`src/hdl/ladder_button_debounce_longpress_macros.svh`:
```
// ----------------------------------------------------------------------------
// ladder_button_debounce_longpress_macros
// Assertion macros for the ladder button decoder.
// ----------------------------------------------------------------------------
`ifndef LADDER_BUTTON_DEBOUNCE_LONGPRESS_MACROS_SVH
`define LADDER_BUTTON_DEBOUNCE_LONGPRESS_MACROS_SVH

// same-cycle implication, disabled in reset
`define LBD_ASSERT_SAME(label, clk, rst, ante, cons) \
   label: assert property (@(posedge clk) disable iff (rst) (ante) |-> (cons)) \
      else $error("ladder button check failed");

// next-cycle implication, disabled in reset
`define LBD_ASSERT_NEXT(label, clk, rst, ante, cons) \
   label: assert property (@(posedge clk) disable iff (rst) (ante) |=> (cons)) \
      else $error("ladder button check failed");

`endif

```
`src/hdl/lbd_pkg.sv`:
```
// ----------------------------------------------------------------------------
// lbd_pkg
// Shared types and constants of the ladder button decoder.
// ----------------------------------------------------------------------------
package lbd_pkg;

   localparam int TICK_BITS_DEF  = 32;
   localparam int MV_BITS_DEF    = 12;

   localparam int CSR_INDEX_BITS = 3;
   localparam int CSR_DATA_BITS  = 16;
   localparam int LEVEL_BITS     = 12;
   localparam int TIME_BITS      = 16;
   localparam int BTN_BITS       = 3;
   localparam int TOL_MV         = 220;

   typedef logic [BTN_BITS-1:0]       btn_type;
   typedef logic [CSR_INDEX_BITS-1:0] csr_index_type;
   typedef logic [LEVEL_BITS-1:0]     level_type;
   typedef logic [TIME_BITS-1:0]      time_type;

   localparam btn_type BTN_NONE = 3'd0;
   localparam btn_type BTN_A    = 3'd1;
   localparam btn_type BTN_B    = 3'd2;
   localparam btn_type BTN_C    = 3'd3;
   localparam btn_type BTN_D    = 3'd4;
   localparam btn_type BTN_AB   = 3'd5;
   localparam btn_type BTN_BC   = 3'd6;

   localparam csr_index_type CSR_LEVEL_A  = 3'd0;
   localparam csr_index_type CSR_LEVEL_AB = 3'd1;
   localparam csr_index_type CSR_LEVEL_B  = 3'd2;
   localparam csr_index_type CSR_LEVEL_BC = 3'd3;
   localparam csr_index_type CSR_LEVEL_C  = 3'd4;
   localparam csr_index_type CSR_LEVEL_D  = 3'd5;
   localparam csr_index_type CSR_SETTLE   = 3'd6;
   localparam csr_index_type CSR_HOLD     = 3'd7;

   localparam level_type RST_LEVEL_A  = 12'd825;
   localparam level_type RST_LEVEL_AB = 12'd1100;
   localparam level_type RST_LEVEL_B  = 12'd1650;
   localparam level_type RST_LEVEL_BC = 12'd2200;
   localparam level_type RST_LEVEL_C  = 12'd2475;
   localparam level_type RST_LEVEL_D  = 12'd3300;
   localparam time_type  RST_SETTLE   = 16'd25;
   localparam time_type  RST_HOLD     = 16'd1200;

   typedef enum logic [1:0] {
      EV_NONE  = 2'd0,
      EV_PRESS = 2'd1,
      EV_LONG  = 2'd2
   } event_kind_type;

   localparam int QUEUE_DEPTH = 2;
   localparam int QPTR_BITS   = 1;

endpackage

```
`src/hdl/ladder_button_debounce_longpress.sv`:
```
// an accepted request is written into the queue, then popped by the back end into the result register
// throughput: one request per cycle while req_stall is low; the debounce state update in the back end sets this
// a two-entry queue lets the decode side run on while a result waits under stall
// reset (synchronous, active high) restores the level and timing registers and clears
// the accepted and candidate buttons, their ticks, the long-press flag, the result valid and the queue
// ----------------------------------------------------------------------------
// ladder_button_debounce_longpress
// Resistor-ladder button decoder with debounce and long-press events.
// ----------------------------------------------------------------------------
module ladder_button_debounce_longpress #(
   parameter int TICK_BITS = lbd_pkg::TICK_BITS_DEF,
   parameter int MV_BITS   = lbd_pkg::MV_BITS_DEF
) (
   input  logic                              clock,
   input  logic                              reset,
   input  logic                              csr_we,
   input  lbd_pkg::csr_index_type            csr_index,
   input  logic [lbd_pkg::CSR_DATA_BITS-1:0] csr_data,
   input  logic                              req_valid,
   output logic                              req_stall,
   input  logic [MV_BITS-1:0]                req_level_mv,
   input  logic [TICK_BITS-1:0]              req_now_tick,
   output logic                              rsp_valid,
   input  logic                              rsp_stall,
   output logic [1:0]                        rsp_event_kind,
   output logic [lbd_pkg::BTN_BITS-1:0]      rsp_button,
   output logic [TICK_BITS-1:0]              rsp_event_tick,
   output logic                              rsp_activity
);
   import lbd_pkg::*;

   localparam int ENTRY_BITS = BTN_BITS + TICK_BITS;

   btn_type               dec_button;
   logic                  q_full;
   logic                  q_not_empty;
   logic                  q_pop;
   logic                  q_push;
   logic [ENTRY_BITS-1:0] q_head;
   event_kind_type        kind;

   lbd_front #(.MV_BITS(MV_BITS)) u_front (
      .clock     (clock),
      .reset     (reset),
      .csr_we    (csr_we),
      .csr_index (csr_index),
      .csr_data  (csr_data),
      .level_mv  (req_level_mv),
      .button    (dec_button)
   );

   assign req_stall = q_full;
   assign q_push    = req_valid && !q_full;

   lbd_queue #(.WIDTH(ENTRY_BITS)) u_queue (
      .clock     (clock),
      .reset     (reset),
      .push      (q_push),
      .push_data ({dec_button, req_now_tick}),
      .pop       (q_pop),
      .full      (q_full),
      .not_empty (q_not_empty),
      .head_data (q_head)
   );

   lbd_back #(.TICK_BITS(TICK_BITS)) u_back (
      .clock          (clock),
      .reset          (reset),
      .csr_we         (csr_we),
      .csr_index      (csr_index),
      .csr_data       (csr_data),
      .head_valid     (q_not_empty),
      .head_button    (q_head[ENTRY_BITS-1:TICK_BITS]),
      .head_tick      (q_head[TICK_BITS-1:0]),
      .pop            (q_pop),
      .rsp_valid      (rsp_valid),
      .rsp_stall      (rsp_stall),
      .rsp_event_kind (kind),
      .rsp_button     (rsp_button),
      .rsp_event_tick (rsp_event_tick),
      .rsp_activity   (rsp_activity)
   );

   assign rsp_event_kind = kind;

endmodule

```
`src/hdl/lbd_front.sv`:
```
// ----------------------------------------------------------------------------
// lbd_front
// Level registers and nearest-level decode of one ladder sample.
// ----------------------------------------------------------------------------
module lbd_front #(
   parameter int MV_BITS = lbd_pkg::MV_BITS_DEF
) (
   input  logic                          clock,
   input  logic                          reset,
   input  logic                          csr_we,
   input  lbd_pkg::csr_index_type        csr_index,
   input  logic [lbd_pkg::CSR_DATA_BITS-1:0] csr_data,
   input  logic [MV_BITS-1:0]            level_mv,
   output lbd_pkg::btn_type              button
);
   import lbd_pkg::*;

   level_type level_a_ff, level_ab_ff, level_b_ff, level_bc_ff, level_c_ff, level_d_ff;

   logic [MV_BITS-1:0] target [6];
   btn_type            code   [6];
   logic [MV_BITS-1:0] delta;
   logic [MV_BITS-1:0] best_dist;
   logic               found;
   btn_type            near_btn;

   always_ff @(posedge clock) begin
      if (reset) begin
         level_a_ff  <= RST_LEVEL_A;
         level_ab_ff <= RST_LEVEL_AB;
         level_b_ff  <= RST_LEVEL_B;
         level_bc_ff <= RST_LEVEL_BC;
         level_c_ff  <= RST_LEVEL_C;
         level_d_ff  <= RST_LEVEL_D;
      end else if (csr_we) begin
         case (csr_index)
            CSR_LEVEL_A:  level_a_ff  <= csr_data[LEVEL_BITS-1:0];
            CSR_LEVEL_AB: level_ab_ff <= csr_data[LEVEL_BITS-1:0];
            CSR_LEVEL_B:  level_b_ff  <= csr_data[LEVEL_BITS-1:0];
            CSR_LEVEL_BC: level_bc_ff <= csr_data[LEVEL_BITS-1:0];
            CSR_LEVEL_C:  level_c_ff  <= csr_data[LEVEL_BITS-1:0];
            CSR_LEVEL_D:  level_d_ff  <= csr_data[LEVEL_BITS-1:0];
            default: ;
         endcase
      end
   end

   // check order sets the tie break: first within tolerance and closest wins
   always_comb begin
      target[0] = MV_BITS'(level_ab_ff); code[0] = BTN_AB;
      target[1] = MV_BITS'(level_bc_ff); code[1] = BTN_BC;
      target[2] = MV_BITS'(level_d_ff);  code[2] = BTN_D;
      target[3] = MV_BITS'(level_c_ff);  code[3] = BTN_C;
      target[4] = MV_BITS'(level_b_ff);  code[4] = BTN_B;
      target[5] = MV_BITS'(level_a_ff);  code[5] = BTN_A;
   end

   always_comb begin
      found     = 1'b0;
      best_dist = '0;
      near_btn  = BTN_NONE;
      delta     = '0;
      for (int i = 0; i < 6; i++) begin
         delta = (target[i] >= level_mv) ? (target[i] - level_mv) : (level_mv - target[i]);
         if (delta <= MV_BITS'(TOL_MV) && (!found || delta < best_dist)) begin
            found     = 1'b1;
            best_dist = delta;
            near_btn  = code[i];
         end
      end
   end

   assign button = near_btn;

endmodule

```
`src/hdl/lbd_queue.sv`:
```
// ----------------------------------------------------------------------------
// lbd_queue
// Two-entry queue between the decode front and the debounce back end.
// ----------------------------------------------------------------------------
module lbd_queue #(
   parameter int WIDTH = 35
) (
   input  logic             clock,
   input  logic             reset,
   input  logic             push,
   input  logic [WIDTH-1:0] push_data,
   input  logic             pop,
   output logic             full,
   output logic             not_empty,
   output logic [WIDTH-1:0] head_data
);
   import lbd_pkg::*;

   logic [WIDTH-1:0]     entry_ff [QUEUE_DEPTH];
   logic [QPTR_BITS-1:0] wr_ptr_ff, wr_ptr_in;
   logic [QPTR_BITS-1:0] rd_ptr_ff, rd_ptr_in;
   logic [QPTR_BITS:0]   count_ff, count_in;

   always_comb begin
      wr_ptr_in = push ? wr_ptr_ff + 1'b1 : wr_ptr_ff;
      rd_ptr_in = pop  ? rd_ptr_ff + 1'b1 : rd_ptr_ff;
      count_in  = count_ff + {{QPTR_BITS{1'b0}}, push} - {{QPTR_BITS{1'b0}}, pop};
   end

   always_ff @(posedge clock) begin
      if (reset) begin
         wr_ptr_ff <= '0;
         rd_ptr_ff <= '0;
         count_ff  <= '0;
      end else begin
         wr_ptr_ff <= wr_ptr_in;
         rd_ptr_ff <= rd_ptr_in;
         count_ff  <= count_in;
      end
   end

   always_ff @(posedge clock) begin
      if (push) begin
         entry_ff[wr_ptr_ff] <= push_data;
      end
   end

   assign full      = (count_ff == (QPTR_BITS+1)'(QUEUE_DEPTH));
   assign not_empty = (count_ff != '0);
   assign head_data = entry_ff[rd_ptr_ff];

endmodule

```
`src/hdl/lbd_back.sv`:
```
// ----------------------------------------------------------------------------
// lbd_back
// Debounce, press and long-press detection, and the result register.
// ----------------------------------------------------------------------------
module lbd_back #(
   parameter int TICK_BITS = lbd_pkg::TICK_BITS_DEF
) (
   input  logic                              clock,
   input  logic                              reset,
   input  logic                              csr_we,
   input  lbd_pkg::csr_index_type            csr_index,
   input  logic [lbd_pkg::CSR_DATA_BITS-1:0] csr_data,
   input  logic                              head_valid,
   input  lbd_pkg::btn_type                  head_button,
   input  logic [TICK_BITS-1:0]              head_tick,
   output logic                              pop,
   output logic                              rsp_valid,
   input  logic                              rsp_stall,
   output lbd_pkg::event_kind_type           rsp_event_kind,
   output lbd_pkg::btn_type                  rsp_button,
   output logic [TICK_BITS-1:0]              rsp_event_tick,
   output logic                              rsp_activity
);
   import lbd_pkg::*;

`include "ladder_button_debounce_longpress_macros.svh"

   time_type settle_ff, hold_ff;

   btn_type              acc_btn_ff, acc_btn_in;
   logic [TICK_BITS-1:0] acc_tick_ff, acc_tick_in;
   logic                 long_ff, long_in;
   btn_type              cand_btn_ff, cand_btn_in;
   logic [TICK_BITS-1:0] cand_tick_ff, cand_tick_in;

   logic                 rsp_valid_ff, rsp_valid_in;
   event_kind_type       kind_ff, kind_in;
   btn_type              btn_ff, btn_in;
   logic [TICK_BITS-1:0] tick_ff, tick_in;
   logic                 act_ff, act_in;

   logic                 cand_new;
   logic                 settled;
   logic                 changed;
   logic                 held;
   btn_type              cur;

   always_ff @(posedge clock) begin
      if (reset) begin
         settle_ff <= RST_SETTLE;
         hold_ff   <= RST_HOLD;
      end else if (csr_we) begin
         case (csr_index)
            CSR_SETTLE: settle_ff <= csr_data[TIME_BITS-1:0];
            CSR_HOLD:   hold_ff   <= csr_data[TIME_BITS-1:0];
            default: ;
         endcase
      end
   end

   assign pop = head_valid && (!rsp_valid_ff || !rsp_stall);

   // tick differences wrap at the counter width
   always_comb begin
      cand_new = (head_button != cand_btn_ff);
      settled  = !cand_new && ((head_tick - cand_tick_ff) >= TICK_BITS'(settle_ff));
      cur      = settled ? head_button : acc_btn_ff;
      changed  = (cur != acc_btn_ff);
      held     = !changed && (acc_btn_ff != BTN_NONE) && !long_ff
                 && ((head_tick - acc_tick_ff) >= TICK_BITS'(hold_ff));
   end

   always_comb begin
      acc_btn_in   = acc_btn_ff;
      acc_tick_in  = acc_tick_ff;
      long_in      = long_ff;
      cand_btn_in  = cand_btn_ff;
      cand_tick_in = cand_tick_ff;
      kind_in      = kind_ff;
      btn_in       = btn_ff;
      tick_in      = tick_ff;
      act_in       = act_ff;
      rsp_valid_in = rsp_valid_ff;
      if (pop) begin
         rsp_valid_in = 1'b1;
         if (cand_new) begin
            cand_btn_in  = head_button;
            cand_tick_in = head_tick;
         end
         kind_in = EV_NONE;
         act_in  = 1'b0;
         if (changed) begin
            act_in      = 1'b1;
            acc_btn_in  = cur;
            acc_tick_in = head_tick;
            long_in     = 1'b0;
            if (cur != BTN_NONE) begin
               kind_in = EV_PRESS;
            end
         end else if (held) begin
            long_in = 1'b1;
            kind_in = EV_LONG;
         end
         btn_in  = cur;
         tick_in = head_tick;
      end else if (!rsp_stall) begin
         rsp_valid_in = 1'b0;
      end
   end

   always_ff @(posedge clock) begin
      if (reset) begin
         acc_btn_ff   <= BTN_NONE;
         acc_tick_ff  <= '0;
         long_ff      <= 1'b0;
         cand_btn_ff  <= BTN_NONE;
         cand_tick_ff <= '0;
         rsp_valid_ff <= 1'b0;
      end else begin
         acc_btn_ff   <= acc_btn_in;
         acc_tick_ff  <= acc_tick_in;
         long_ff      <= long_in;
         cand_btn_ff  <= cand_btn_in;
         cand_tick_ff <= cand_tick_in;
         rsp_valid_ff <= rsp_valid_in;
      end
   end

   always_ff @(posedge clock) begin
      kind_ff <= kind_in;
      btn_ff  <= btn_in;
      tick_ff <= tick_in;
      act_ff  <= act_in;
   end

   assign rsp_valid      = rsp_valid_ff;
   assign rsp_event_kind = kind_ff;
   assign rsp_button     = btn_ff;
   assign rsp_event_tick = tick_ff;
   assign rsp_activity   = act_ff;

   `LBD_ASSERT_SAME(a_press_is_activity, clock, reset, rsp_valid_ff && kind_ff == EV_PRESS, act_ff && btn_ff != BTN_NONE)
   `LBD_ASSERT_SAME(a_long_no_activity, clock, reset, rsp_valid_ff && kind_ff == EV_LONG, !act_ff && btn_ff != BTN_NONE)
   `LBD_ASSERT_NEXT(a_change_clears_long, clock, reset, pop && changed, !long_ff && acc_tick_ff == $past(head_tick))
   `LBD_ASSERT_SAME(a_long_needs_button, clock, reset, long_ff, acc_btn_ff != BTN_NONE)

endmodule

```
`config.mk`:
```
export PLATFORM = sky130hd
export DESIGN_NAME = ladder_button_debounce_longpress
export DESIGN_NICKNAME = d
export VERILOG_FILES = /design/src/hdl/lbd_pkg.sv /design/src/hdl/ladder_button_debounce_longpress.sv /design/src/hdl/lbd_front.sv /design/src/hdl/lbd_queue.sv /design/src/hdl/lbd_back.sv
export VERILOG_INCLUDE_DIRS = /design/src /design/src/hdl
export SDC_FILE = /design/constraint.sdc
export NUM_CORES = 1
export LEC_CHECK = 0
export ABC_AREA = 1
export ABC_CLOCK_PERIOD_IN_PS = 10600
export BUFFER_PORTS_ARGS = -buffer_cell sky130_fd_sc_hd__buf_2
export CAP_MARGIN = 20
export CORE_MARGIN = 10
export CORE_UTILIZATION = 60
export CTS_CLUSTER_SIZE = 20
export DETAILED_ROUTE_END_ITERATION = 8
export GPL_TIMING_DRIVEN = 0
export PLACE_DENSITY_LB_ADDON = 0.12
export SYNTH_ARGS = -nofsm -noshare
export SYNTH_HDL_FRONTEND = slang
export SYNTH_SLANG_ARGS = --single-unit
export TNS_END_PERCENT = 10
```
`constraint.sdc`:
```
create_clock -name clock -period 10.6 [get_ports clock]
set_input_delay 0.53 -clock clock [delete_from_list [all_inputs] [get_ports clock]]
set_output_delay 0.53 -clock clock [all_outputs]
set_load 0.05 [all_outputs]
```
* Word level (Yosys, flattened, before mapping)
Memory sizes are Yosys's and may differ from the RTL's. A register that Yosys moved wholly into a read port is not among the register bits. Cells that the tools add are included.
Storage, ports and cells: bits in registers 218, memory bits (writable) 70, input port bits 68, memories 1
Cells by class: add/subtract/negate cells 18, magnitude comparators 19, equality and inequality tests 11, muxes and demuxes 35, reduce and logical (&&, ||, !) cells 44
Memories:
- u_queue.entry_ff | words 2, width 35, read ports 1, clocked after Yosys merged registers in 1, write ports 1, line lbd_queue.sv:19 | logic [WIDTH-1:0] entry_ff [QUEUE_DEPTH];
Operators with widths (number):
- 12-bit subtractor | 12
- 12-bit 2-to-1 mux | 11
- 12-bit >= comparator | 6
- 12-bit by 8-bit less-or-equal comparator with 1-bit output, second input constant | 6
- 32-bit by 16-bit >= comparator with 1-bit output | 2
- 32-bit subtractor | 2
- 12-bit less-than comparator | 5
- 2-bit AND reduction | 11
- 3-bit 2-to-1 mux | 7
- 1-bit 2-to-1 mux | 15
- 3-bit equality test, second input constant | 4
- 1-bit logical AND | 11
- 1-bit zero test | 11
- 3-bit by 2-bit equality test with 1-bit output, second input constant | 2
- 1-bit logical OR | 6
- 3-bit != test | 2
- 3-bit nonzero test | 2
- 2-bit 2-to-1 mux | 2
- 2-bit nonzero test | 2
- 3-bit by 1-bit equality test with 1-bit output, second input constant | 1
- 3-bit zero test | 1
- 1-bit adder, second input constant | 2
- 2-bit by 1-bit adder with 2-bit output | 1
- 2-bit equality test, second input constant | 1
- 2 further kinds | 2

* Logic depth before layout (Yosys ltp)
depth in word-level cells 24, gate-level depth with buffers 79, mapped depth without buffers 74

* Hierarchy
From an unflattened synthesis, not the netlist that was laid out.
Second synthesis, totals: cell total of the unflattened synthesis 3458, area total of the unflattened synthesis 24516.0 µm²
By module, submodules not included:
- lbd_front | times used 1, cells an instance 1724, area each 11113.2 µm², sequential area each 1441.4 µm²
- lbd_back | times used 1, cells an instance 1592, area each 10488.8 µm², sequential area each 3223.1 µm²
- lbd_queue | times used 1, cells an instance 140, area each 2904.0 µm², sequential area each 2202.1 µm²
- ladder_button_debounce_longpress | times used 1, cells an instance 2, area each 10.0 µm², sequential area each 0.0 µm²

* Least setup slack after synthesis
OpenSTA, ideal clock, no wires.
kind input to register, start point input port req_level_mv[1], end point memory u_queue.entry_ff[0][33], data pin, library setup time 267 ps, arrival 8911 ps, path slack 1422 ps, stages on the path 68, path buffers 4, cells stage by stage inv_1 ha_1 nand2_1 inv_1 nand2_1 nand3_1 nand2_4 clkinv_1 nor2_4 nand2_1 nand2_1 inv_1 nand3_1 nand2_1 nand2_1 nand2_1 inv_1 clkbuf_1 [... 32 more ...] ha_1 a21oi_1 nor2_1 a211oi_1 o221a_2 nand2_1 nand2_2 nand2_2 clkbuf_1 o21ai_0 ha_1 a21oi_1 nor2_1 a211oi_1 o221a_2 nand2_1 nand2_2 a21oi_1
Between the ends: word-level cells in the longest chain between the ends 24, elaborated cells between the ends (all ways) 65
RTL lines:
- from (decl) | line ladder_button_debounce_longpress.sv:21 | input logic [MV_BITS-1:0] req_level_mv,
- 12-bit subtractor / 12-bit >= comparator (equally long branches) | line lbd_front.sv:64 | delta = (target[i] >= level_mv) ? (target[i] - level_mv) : (level_mv - target[i]);
- 12-bit 2-to-1 mux | line lbd_front.sv:64
- 12-bit by 8-bit less-or-equal comparator with 1-bit output | line lbd_front.sv:65 | if (delta <= MV_BITS'(TOL_MV) && (!found || delta < best_dist)) begin
- 12-bit 2-to-1 mux / 1-bit 2-to-1 mux (equally long branches) | line lbd_front.sv:65
- 12-bit less-than comparator / 1-bit zero test (equally long branches) | line lbd_front.sv:65
- 1-bit logical OR | line lbd_front.sv:65
- 1-bit logical AND | line lbd_front.sv:65
- 12-bit 2-to-1 mux / 1-bit 2-to-1 mux (equally long branches) | line lbd_front.sv:65
- [... 9 more ...]
- 1-bit logical OR | line lbd_front.sv:65
- 1-bit logical AND | line lbd_front.sv:65
- 12-bit 2-to-1 mux / 1-bit 2-to-1 mux (equally long branches) | line lbd_front.sv:65
- 12-bit less-than comparator / 1-bit zero test (equally long branches) | line lbd_front.sv:65
- 1-bit logical OR | line lbd_front.sv:65
- 1-bit logical AND | line lbd_front.sv:65
- 3-bit 2-to-1 mux (*) | line lbd_front.sv:65
- named net dec_button[1] | line ladder_button_debounce_longpress.sv:34 | btn_type dec_button;
- to (decl) | line lbd_queue.sv:19
Mark *: on every way through the listed nets, which the timed path passes. The rest lies on a longest branch.

* Final worst setup path
start point register u_front.level_ab_ff[0], end point memory u_queue.entry_ff[1][32], data pin
Between the ends: word-level cells in the longest chain between the ends 24, elaborated cells between the ends (all ways) 41
RTL lines:
- from (decl) | line lbd_front.sv:18 | level_type level_a_ff, level_ab_ff, level_b_ff, level_bc_ff, level_c_ff, level_d_ff;
- from (signal assigned) | line lbd_front.sv:38 | CSR_LEVEL_AB: level_ab_ff <= csr_data[LEVEL_BITS-1:0];
- 12-bit subtractor / 12-bit >= comparator (equally long branches) | line lbd_front.sv:64
- 12-bit 2-to-1 mux (*) | line lbd_front.sv:64
- 12-bit by 8-bit less-or-equal comparator with 1-bit output | line lbd_front.sv:65
- 12-bit 2-to-1 mux / 1-bit 2-to-1 mux (equally long branches) | line lbd_front.sv:65
- 12-bit less-than comparator / 1-bit zero test (equally long branches) | line lbd_front.sv:65
- 1-bit logical OR | line lbd_front.sv:65
- 1-bit logical AND | line lbd_front.sv:65
- 12-bit 2-to-1 mux / 1-bit 2-to-1 mux (equally long branches) | line lbd_front.sv:65
- [... 9 more ...]
- 1-bit logical OR | line lbd_front.sv:65
- 1-bit logical AND | line lbd_front.sv:65
- 12-bit 2-to-1 mux / 1-bit 2-to-1 mux (equally long branches) | line lbd_front.sv:65
- 12-bit less-than comparator / 1-bit zero test (equally long branches) | line lbd_front.sv:65
- 1-bit logical OR | line lbd_front.sv:65
- 1-bit logical AND | line lbd_front.sv:65
- 3-bit 2-to-1 mux (*) | line lbd_front.sv:65
- named net dec_button[0] | line ladder_button_debounce_longpress.sv:34
Marks and branches as above.

==> impl_metrics.json <==
{
  "status": "completed",
  "setup_violations": 0,
  "cts.sinks": 289,
  "max-cap-violations": 0,
  "skew_ns": 0.0199,
  "fp.dieH_um": 211,
  "max-vdd-ir-drop_v": 0.000249,
  "port_buffers": 106,
  "cts.hold.buffers_added": 0,
  "htree_num_levels": 1,
  "syn-cell-area_um2": 22000,
  "syn_area_per_cell_um2": 7.78,
  "die_x_um": 211,
  "ioPinCount": 108,
  "timing.hold.ws_ns": 0.144,
  "yosysWarningCount": 0,
  "busiest_layer": "met2",
  "final_common_cell": "nand2_1",
  "gp_congestion": 0.974,
  "cts_tree": "yes",
  "slew_viol_final": 0,
  "cts_buffers": 31,
  "dieArea_um2": 44700,
  "rsz0062_at_grt": "false",
  "finalPower_mw": 6.10,
  "endpoint_kind": "flop",
  "start_util_pct": 60.5,
  "cpPeakStageDelay_ns": 0.42,
  "seq_area_frac_synth_pct": 31.3,
  "grt-ovfl-total": 0,
  "synth_ff_type": "dfxtp_1",
  "dp.final_hpwl_mm": 51.3,
  "grt_max_degree": 48,
  "min_period_ns": 9.86,
  "powerDensity_nw_per_um2": 249,
  "mostFrequentLayoutCells": "489 x nand2_1, 412 x inv_1, 337 x a21oi_1",
  "max-slew-margin-rel_pct": 30.4,
  "cts-root-buf": "clkbuf_16",
  "synth_enable_flop_cells": 108,
  "grt_use_met1_pct": 33.9,
  "grt_pass1_wl_mm": 105,
  "final_layout_size_suffix_gt1_share_pct": 10.9,
  "max-clock-path-buffers": 3,
  "grt_pass1_vias": 19901,
  "critPathLaunchType": "flop",
  "route.detailed.drc": 0,
  "syn2layout_area_growth_pct": 11.6,
  "crit_type": "reg2reg",
  "ys_ff_latch": 289,
  "crit_top_cell": "nand2_1",
  "antenna_left": 0,
  "wire_per_inst_um": 19.4,
  "num_vias": 20075,
  "dr.pass1.iters": 6,
  "drt-total-wl_mm": 67.8,
  "clk_latency_ns": 0.58,
  "clk_pin_slew_ns": 0.07,
  "core_um2": 36300,
  "row_count": 70,
  "critPathRequiredTime_ns": 10.89,
  "syn_inst": 2825,
  "use_met2_pct": 52.6,
  "final_util_pct": 67.5,
  "met3_usage_pct": 3.90,
  "grt.total_usage_pct": 29.7,
  "hold_viol_final": 0,
  "fin_nets": 3369,
  "vias_per_cell": 5.75,
  "worstMarginPinSlew_ns": 1.04,
  "worstPathMaxFanout": 18,
  "synth-async-reset-ratio_pct": 0,
  "max_freq_mhz": 101,
  "p_leak_nw": 11.3,
  "critPathArrivalTime_ns": 10.15,
  "crit_slowest_cell": "fa_1",
  "drtIter0Drc": 1481,
  "antenna_found_initial": 1,
  "period_share_pct": 93.0,
  "hold_path.class": "in2reg",
  "synth.distinct_cells": 65
}
-- Yosys cell counts, drive strengths merged, types with 45 or more instances --
cell    count  area (um2)
edfxtp    108        3240
a21oi     349        1780
dfxtp     181        3620
nand2     511        2000
inv       433        1630
clkbuf     55         267
o21ai     281        1440
nand3      90         460
ha        289        3620
nor2      142         561
xnor2      45         394
xor2       85         744
-- worst paths after layout --
check | to | cells after the start | from | slack, ns
setup reg to reg | u_queue.entry_ff[1][32]$_DFFE_PP_ | 70 | u_front.level_ab_ff[0]$_SDFFE_PP0P_ | 0.74
hold / removal | u_queue.entry_ff[0][6]$_DFFE_PP_ | 1 | req_now_tick[6] | 0.14
hold reg to reg | u_back.cand_tick_ff[16]$_SDFFE_PP0P_ | 2 | u_back.cand_tick_ff[16]$_SDFFE_PP0P_ | 0.46
setup / recovery | u_queue.entry_ff[1][32]$_DFFE_PP_ | 70 | u_front.level_ab_ff[0]$_SDFFE_PP0P_ | 0.74
-- cell families (layout without fill, tap and decap cells) --
kind of cell	count (synthesis)	in the layout	synth area share, %
AND/OR/NAND/NOR	797	797	15.3
AO/OA/AOI/OAI	755	755	19.2
buffers and inverters	508	686	9.22
adder cells (fa/ha/maj)	303	303	17.7
flip-flops	289	289	31.3
XOR/XNOR	130	130	5.18
multiplexers	42	42	2.10
other	1	22	0.0171
-- final cells by class --
| cell class | count | area (um2) |
|---|---|---|
| antenna | 2 | 5.00 |
| buffer | 72 | 408 |
| clock buffer | 43 | 882 |
| clock inverter | 14 | 160 |
| fill | 3114 | 11800 |
| inverter | 435 | 1680 |
| multi-input combinational | 2047 | 13200 |
| sequential | 289 | 6870 |
| tap | 468 | 586 |
| timing repair buffer | 121 | 693 |
| timing repair inverter | 1 | 7.51 |
-- registers in the layout, summed over array words and instances, names as in the netlist, 16 cells and up, named ones only --
name                   count
u_back.rsp_event_tick     32
u_back.cand_tick_ff       32
u_back.hold_ff            16
u_back.acc_tick_ff        32
u_queue.entry_ff          70
u_back.settle_ff          16
-- report_power, final --
part / internal, mW / switching [mW]
combinational: 1.25 / 2.24
clock: 0.654 / 0.458
sequential: 1.43 / 0.0708
total: 3.33 / 2.77
-- stage by stage --
step           TNS (ns)  setup slack (ns)  std cells  area [um2]
2_1_floorplan         0              1.42       2844       22000
4_1_cts               0             0.190       3488       24400
5_1_grt               0            0.0125       3490       24500
3_5_place_dp      -9.08             -1.55       3420       23200
6_report              0             0.741       3492       24500
3_3_place_gp      -9.41             -1.60       3418       23200
-- timing repair --
action | 4_1_cts | 5_1_grt
endpoints found under the setup margin | 6 | 6
gates cloned | 0 | 1
gates resized for setup | 28 | 39
pin swaps | 0 | 2
buffers inserted | 12 | 1
-- layer usage --
layer  wire length (um)  share of wire (%)
met2              33200                 49
met1              27100                 40
met5                  0                  0
met4               3720                5.5
met3               3840                5.7
-- critical path, delay by kind of cell, from the launching register on --
| kind | cells | cell delay, ns |
|---|---|---|
| adders and majority gates | 7 | 2.17 |
| buffers and inverters | 8 | 1.00 |
| and+or+nand+nor | 40 | 3.49 |
| DFF | 1 | 0.36 |
| AOI/OAI and AO/OA | 15 | 2.55 |
Note: power is estimated with default switching activity, not from simulation.
